[config.mk]
export PLATFORM = sky130hd
export DESIGN_NAME = tlmu8_front
export DESIGN_NICKNAME = d
export VERILOG_FILES = /design/src/rtl/core/tlmu8_pkg.sv /design/src/rtl/core/tlmu8_front.sv
export SDC_FILE = /design/constraint.sdc
export NUM_CORES = 1
export LEC_CHECK = 0
export ABC_CLOCK_PERIOD_IN_PS = 2500
export BUFFER_PORTS_ARGS = -buffer_cell sky130_fd_sc_hd__buf_2
export CORE_ASPECT_RATIO = 1.5
export CORE_UTILIZATION = 50
export DETAILED_ROUTE_END_ITERATION = 8
export PLACE_DENSITY = 0.76
export SLEW_MARGIN = 20
export SYNTH_ARGS = -nofsm -noshare
export SYNTH_HDL_FRONTEND = slang
export SYNTH_SLANG_ARGS = --single-unit
[constraint.sdc]
create_clock -name clk -period 2.5 [get_ports clk]
set_clock_uncertainty 0.05 [all_clocks]
set_input_delay 0.5 -clock clk [delete_from_list [all_inputs] [get_ports clk]]
set_output_delay 0.5 -clock clk [all_outputs]
set_load 0.05 [all_outputs]
[src/rtl/core/tlmu8_pkg.sv]
// ---------------------------------------------------------------------------
// tlmu8_pkg
// Types and constants shared by the trie based UTF-8 converter.
// ---------------------------------------------------------------------------
package tlmu8_pkg;

    typedef struct packed {
        logic       is_load;
        logic [4:0] node;
        logic [7:0] key;
        logic [7:0] eout;
        logic [4:0] enext;
    } item_t;

    localparam logic ACT_LOAD    = 1'b0;
    localparam logic ACT_CONVERT = 1'b1;

    localparam logic REG_LINE_BREAK = 1'b0;
    localparam logic REG_SUBST      = 1'b1;

    localparam logic [1:0] LB_KEEP    = 2'd0;
    localparam logic [1:0] LB_TO_LF   = 2'd1;
    localparam logic [1:0] LB_TO_CR   = 2'd2;
    localparam logic [1:0] LB_TO_CRLF = 2'd3;

    localparam logic [7:0] SUBST_RESET = 8'd26;
    localparam logic [7:0] CHAR_NUL    = 8'h00;
    localparam logic [7:0] CHAR_LF     = 8'h0a;
    localparam logic [7:0] CHAR_CR     = 8'h0d;

    localparam logic [7:0] CONT_MASK  = 8'hc0;
    localparam logic [7:0] CONT_CODE  = 8'h80;
    localparam logic [7:0] LEAD2_MASK = 8'he0;
    localparam logic [7:0] LEAD2_CODE = 8'hc0;
    localparam logic [7:0] LEAD3_MASK = 8'hf0;
    localparam logic [7:0] LEAD3_CODE = 8'he0;
    localparam logic [7:0] LEAD4_MASK = 8'hf8;
    localparam logic [7:0] LEAD4_CODE = 8'hf0;

endpackage

[src/rtl/core/tlmu8_front.sv]
// ---------------------------------------------------------------------------
// tlmu8_front
// Accepts input beats, sorts them into loads and conversions, and queues them.
// ---------------------------------------------------------------------------
module tlmu8_front (
    input  logic                clk,
    input  logic                rst_n,
    input  logic                in_valid,
    output logic                in_ready,
    input  logic [31:0]         in_data,
    input  logic                in_kind,
    input  logic                clearing,
    output tlmu8_pkg::item_t    item,
    output logic                item_valid,
    input  logic                item_pop
);

    tlmu8_pkg::item_t entry_reg [2];
    logic             wr_ptr_reg;
    logic             wr_ptr_next;
    logic             rd_ptr_reg;
    logic             rd_ptr_next;
    logic [1:0]       count_reg;
    logic [1:0]       count_next;
    logic             push;
    logic             pop;
    tlmu8_pkg::item_t in_item;

    always_comb
    begin
        in_item.is_load = (in_kind == tlmu8_pkg::ACT_LOAD);
        in_item.node    = in_data[4:0];
        in_item.key     = in_data[12:5];
        in_item.eout    = in_data[20:13];
        in_item.enext   = in_data[25:21];
    end

    assign in_ready   = (count_reg != 2'd2) && !clearing;
    assign push       = in_valid && in_ready;
    assign item_valid = (count_reg != 2'd0);
    assign pop        = item_pop && item_valid;
    assign item       = entry_reg[rd_ptr_reg];

    always_comb
    begin
        wr_ptr_next = push ? ~wr_ptr_reg : wr_ptr_reg;
        rd_ptr_next = pop ? ~rd_ptr_reg : rd_ptr_reg;
        count_next  = count_reg + 2'(push) - 2'(pop);
    end

    always_ff @(posedge clk or negedge rst_n)
    begin
        if (!rst_n)
        begin
            wr_ptr_reg <= 1'b0;
            rd_ptr_reg <= 1'b0;
            count_reg  <= 2'd0;
        end
        else
        begin
            wr_ptr_reg <= wr_ptr_next;
            rd_ptr_reg <= rd_ptr_next;
            count_reg  <= count_next;
        end
    end

    always_ff @(posedge clk)
    begin
        if (push)
        begin
            entry_reg[wr_ptr_reg] <= in_item;
        end
    end

endmodule

==> results.ini, run 1 <==
[detailed_routing]
vias = 1141
post_drt_wl_per_cell_um = 15.6
wl_mm = 3.56
routed_via_density = 4.98
remaining_drc_errors = 8
drtPass1Iterations = 8
drt_iter0_drc = 43
detail-route-antenna-nets = 0

[synthesis]
synth_top_area_share = 0.722
synth_area_leader_cell = edfxtp_1
synth_warnings = 0
synth_common_cells = edfxtp_1 (54), mux2_4 (19), mux2_1 (8), dfrtp_1 (4)
synth_area_um2 = 2250
avgSynthCellArea_um2 = 21.6
seq_area_frac_synth = 0.767
netlist_top_cells_area = edfxtp_1 (72%), mux2_4 (13%), dfrtp_1 (4.5%)
ys_ff_latch = 58
syn-num-nets = 144
synthArstFlopShare = 0.0690
synth_flop_cell = edfxtp_1
synth_most_common_cell = edfxtp_1
synth_cell_type_count = 16
synth_edf_count = 54
syn_inst = 104

[grt]
grt_pass1_wl_mm = 5.60
grt_overflow = 0
grt_max_degree = 20
grt_usage = 0.170
grt_pass1_vias = 1198
antenna_found_initial = 0

[cells_and_area]
areaGrowthSynthToFinish_pct = 24.7
largest_reg_flops = 54
nNetsFinal = 219
seq_area_um2 = 1720
multiInputGateArea_um2 = 485
diodes = 0
drive_gt1_frac = 0.536
fin_cells = 229
fillers = 326

[power]
p_comb_frac = 0.408
vdd_drop_max_v = 0.000581
swShare = 0.380
p_leak_nw = 1.15
p_per_area_nw_per_um2 = 1220
p_seq_frac = 0.372
p_int_mw = 2.13
p_sw_mw = 1.30
total_power_mw = 3.43
pwr-share-clk = 0.220

[timing]
fmax_mhz = 476
tightestPinTransition_ns = 0.360
setup_viol = 0
min_period_ns = 2.10
drv_slew = 0
fin_setup_tns_ns = 0
min_period_over_period = 0.841
rsz0062_at_grt = no
hold_violations = 0
relSlewSlack = 0.760

[min_path]
hold_class = input port to flip-flop
min_path_cells = 1

[clock_tree]
cts_resized = 0
cts_buffers = 9
cts_tree = built
cts_root_buf = clkbuf_8
insertion_delay_ns = 0.31
ctsHoldBuffers = 1
htree_levels = 3
cts_setup_buffers = 0
clockBufferDepth = 2
cts.sinks = 58
clkTransAtPathRegs_ns = 0.06

[placement]
place_congestion = 0.641
numPortBuffers = 60
dp_cells = 213
dp_hpwl_mm = 2.56

[setup_path]
end_kind = primary output
crit_type = flip-flop to primary output
setup.worst_path.start_class = flip-flop
crit_required_ns = 1.95
arrival_ns = 1.55
r2r_cells = 7
cp_max_fo = 19

[run_status]
violations = design-rule violations
status = finished with violations

[floorplan]
die_h_um = 84.1
die_w_um = 56.7
row_count = 29
initial_core_util = 0.525
die_area_um2 = 4770
ioPinCount = 67
core_region_area_um2 = 4280

[flow_run]
drv_cap = 0

-- metrics by stage --
step                area, um^2  hold slack (ns)  setup slack (ns)  utilization
floorplan                 2250            0.154             0.140            -
global placement          2620            0.256             0.730        0.611
detailed placement        2620            0.262             0.642        0.611
CTS                       2800            0.294             0.366        0.654
global route              2800            0.295             0.318        0.654
finish                    2800            0.319             0.398        0.654
-- cell type report --
| class | count | area share |
|---|---|---|
| multi-input combinational | 41 | 0.173 |
| clock buffer | 10 | 0.0456 |
| sequential | 58 | 0.615 |
| timing repair buffer | 67 | 0.127 |
| tap | 46 | 0.0205 |
| clock inverter | 5 | 0.0165 |
| inverter | 2 | 0.00268 |
-- worst max-delay path: stages (launching register included) --
cell,delay (ns)
dfrtp_1,0.34
buf_4,0.33
mux2_4,0.34
buf_2,0.21
-- logic make-up after synthesis --
kind of cell	count (synthesis)	synth area share
muxes	27	0.167
buffers and inverters	5	0.0184
and+or+nand+nor	8	0.0212
adders and majority gates	2	0.0111
DFF	58	0.767
xor gates and xnor gates	4	0.0156
-- power groups by stage --
stage	Sequential (mW)	Clock, mW	Combinational (mW)
2_1_floorplan	1.28	0	1.18
3_3_place_gp	1.28	0	1.39
3_5_place_dp	1.29	0	1.41
4_1_cts	1.27	0.787	1.42
5_1_grt	1.29	0.820	1.46
6_report	1.27	0.755	1.40
-- path summary, 6_finish.rpt --
check	startpoint	end	slack [ns]
setup / recovery	rd_ptr_reg	item[21]	0.40
hold / removal	in_data[19]	entry_reg[1][11]	0.32
setup reg to reg	count_reg[1]	count_reg[1]	0.76
min in group asynchronous	rst_n	count_reg[0]	0.48
max in group asynchronous	rst_n	wr_ptr_reg	1.79
hold reg to reg	count_reg[0]	count_reg[0]	0.47
-- per-layer routing --
layer,GRT usage,routed length (um),vias to the layer above
li1,-,-,549
met1,0.177,1360,551
met2,0.291,2020,39
met3,0.0558,159,2
met4,0.102,23,0
met5,0,0,-
-- layout by cell type, fill, tap and decap left out --
cell type	n
and3_1	1
inv_1	2
dlygate4sd3_1	1
mux2_1	8
dfrtp_1	4
and2_4	1
clkbuf_8	9
nand2b_1	1
buf_4	6
buf_2	60
clkinv_2	1
edfxtp_1	54
nor2_2	1
clkbuf_1	1
mux2_4	19
bufinv_16	1
or2_1	1
ha_1	2
nand2_1	1
xnor2_1	3
clkinv_1	3
nor2b_1	2
xor2_1	1
(Power assumes the default switching activity.)
==> inputs of run 2 (changes only) <==
--- a/config.mk
+++ b/config.mk
@@ -5,7 +5,7 @@
 export SDC_FILE = /design/constraint.sdc
 export NUM_CORES = 1
 export LEC_CHECK = 0
-export ABC_CLOCK_PERIOD_IN_PS = 2500
+export ABC_CLOCK_PERIOD_IN_PS = 2200
 export BUFFER_PORTS_ARGS = -buffer_cell sky130_fd_sc_hd__buf_2
 export CORE_ASPECT_RATIO = 1.5
 export CORE_UTILIZATION = 50
==> constraint.sdc (replaced) <==
create_clock -name clk -period 2.2 [get_ports clk]
set_clock_uncertainty 0.05 [all_clocks]
set_input_delay 0.44 -clock clk [delete_from_list [all_inputs] [get_ports clk]]
set_output_delay 0.44 -clock clk [all_outputs]
set_load 0.05 [all_outputs]
==> results.ini, run 2 (same netlist as run 1, synthesis figures left out) <==
[run_status]
status = finished with violations
violations = design-rule violations

[power]
p_leak_nw = 1.15  ; +0.27%
vdd_drop_max_v = 0.00105  ; +80%
total_power_mw = 3.90  ; +14%
p_per_area_nw_per_um2 = 1390  ; +14%

[floorplan]
die_w_um = 56.7  ; unchanged
die_h_um = 84.1  ; unchanged
die_area_um2 = 4770  ; unchanged
core_region_area_um2 = 4280  ; unchanged
initial_core_util = 0.525  ; unchanged
ioPinCount = 67  ; unchanged
row_count = 29  ; unchanged

[timing]
whs_ns = 0.260  ; -0.0590 ns
layout_setup_ws_ns = 0.134  ; -0.264 ns
fmax_mhz = 484
drv_slew = 0  ; unchanged
setup_viol = 0  ; unchanged
tightestPinTransition_ns = 0.278  ; -0.0827 ns
rsz0062_at_grt = no
min_period_over_period = 0.939
fin_setup_tns_ns = 0  ; unchanged
min_period_ns = 2.07
hold_violations = 0  ; unchanged
relSlewSlack = 0.815  ; +0.0552

[clock_tree]
htree_levels = 3  ; unchanged
cts_tree = built
clockBufferDepth = 2  ; unchanged
ctsHoldBuffers = 1  ; unchanged
clkTransAtPathRegs_ns = 0.06  ; about the same
cts_root_buf = clkbuf_8
cts.sinks = 58  ; unchanged
cts_setup_buffers = 0  ; unchanged
cts_resized = 0  ; unchanged
insertion_delay_ns = 0.31  ; about the same
cts_buffers = 9  ; unchanged

[min_path]
min_to = entry_reg[1][20]
hold_class = input port to flip-flop
min_path_cells = 1  ; unchanged
min_from = in_data[12]

[detailed_routing]
drtPass1Iterations = 6  ; -2
routed_via_density = 4.89  ; -1.9%
post_drt_wl_per_cell_um = 15.4  ; -1.0%
remaining_drc_errors = 10  ; +2
vias = 1114  ; -2.4%
detail-route-antenna-nets = 0  ; unchanged
wl_mm = 3.51  ; -1.5%
drt_iter0_drc = 53  ; +23%

[setup_path]
crit_type = flip-flop to primary output
arrival_ns = 1.58  ; +0.03 ns
path_cells = buf_4 > mux2_1 > buf_2
timing.rr.start = count_reg[1]
path_buf_inv = 2  ; unchanged
cp_max_fo = 17  ; -2
slowest_delay_ns = 0.38  ; +0.04 ns
rr_endpoint = count_reg[1]
cpMaxStageDelayCell = dfrtp_1
end_kind = primary output
reg2reg_slack_ns = 0.45  ; -0.31 ns
crit_family = buffers and inverters
r2r_cells = 7  ; unchanged
setup.worst_path.start_class = flip-flop
crit_required_ns = 1.71  ; -0.24 ns

[placement]
place_congestion = 0.639  ; -0.34%
dpl_worst_slack_ns = 0.412  ; -0.230 ns
dp_hpwl_mm = 2.46  ; -4.0%
numPortBuffers = 60  ; unchanged

[grt]
grt_max_degree = 18  ; -10%
grt_pass1_wl_mm = 5.49  ; -2.0%
grt_usage = 0.164  ; -0.00596
grt_overflow = 0  ; unchanged
antenna_found_initial = 0  ; unchanged
grt_pass1_vias = 1217  ; +1.6%

[cells_and_area]
mostFrequentLayoutCell = buf_2
areaGrowthSynthToFinish_pct = 24.7  ; about the same
nNetsFinal = 219  ; unchanged
diodes = 0  ; unchanged
final_cell_mix = buf_2 (60), edfxtp_1 (54), mux2_4 (19)
drive_gt1_frac = 0.549  ; +0.0139
largest_reg_flops = 54  ; unchanged

[flow_run]
drv_cap = 0  ; unchanged

run 2: changes by cell type in the layout (fill, tap and decap cells not counted):
cell,change
clkinv_1,-3
clkinv_2,+2
run 2: metrics by stage:
step                instances   util  instance area [um^2]
detailed placement        213  0.611                  2620
floorplan                 104      -                  2250
global placement          213  0.611                  2620
finish                    228  0.654                  2800
global route              228  0.654                  2800
CTS                       228  0.654                  2800
run 2: cell type report:
class | count | area (um^2)
Fill cell | 308 | 1480
Multi-Input combinational cell | 41 | 485
Clock inverter | 4 | 45.0
Tap cell | 46 | 57.6
Clock buffer | 10 | 128
Inverter | 2 | 7.51
Timing Repair Buffer | 67 | 355
Sequential cell | 58 | 1720
run 2: how the worst max path moves through the flow:
| stage | from | endpoint | cells past startpoint |
|---|---|---|---|
| final | rd_ptr_reg | item[0] | 3 |
| after floorplan | count_reg[1] | count_reg[1] | 7 |
| after detailed placement | clearing | count_reg[1] | 8 |
| after global placement | rd_ptr_reg | item[0] | 3 |
| after CTS | rd_ptr_reg | item[0] | 3 |
| after global routing | rd_ptr_reg | item[5] | 3 |
run 2: metal layers:
metal	GRT usage	part of all wire	up-vias
met3	0.0481	0.053	7
met4	0.120	0.020	0
met2	0.289	0.55	40
met1	0.157	0.37	523
li1	-	-	544
met5	0	0	-
run 2: power breakdown:
part,switching [mW],leakage (nW),total [mW],internal [mW]
registers,0.0618,0.540,1.45,1.39
logic,1.07,0.519,1.59,0.524
clock network,0.355,0.0918,0.859,0.504
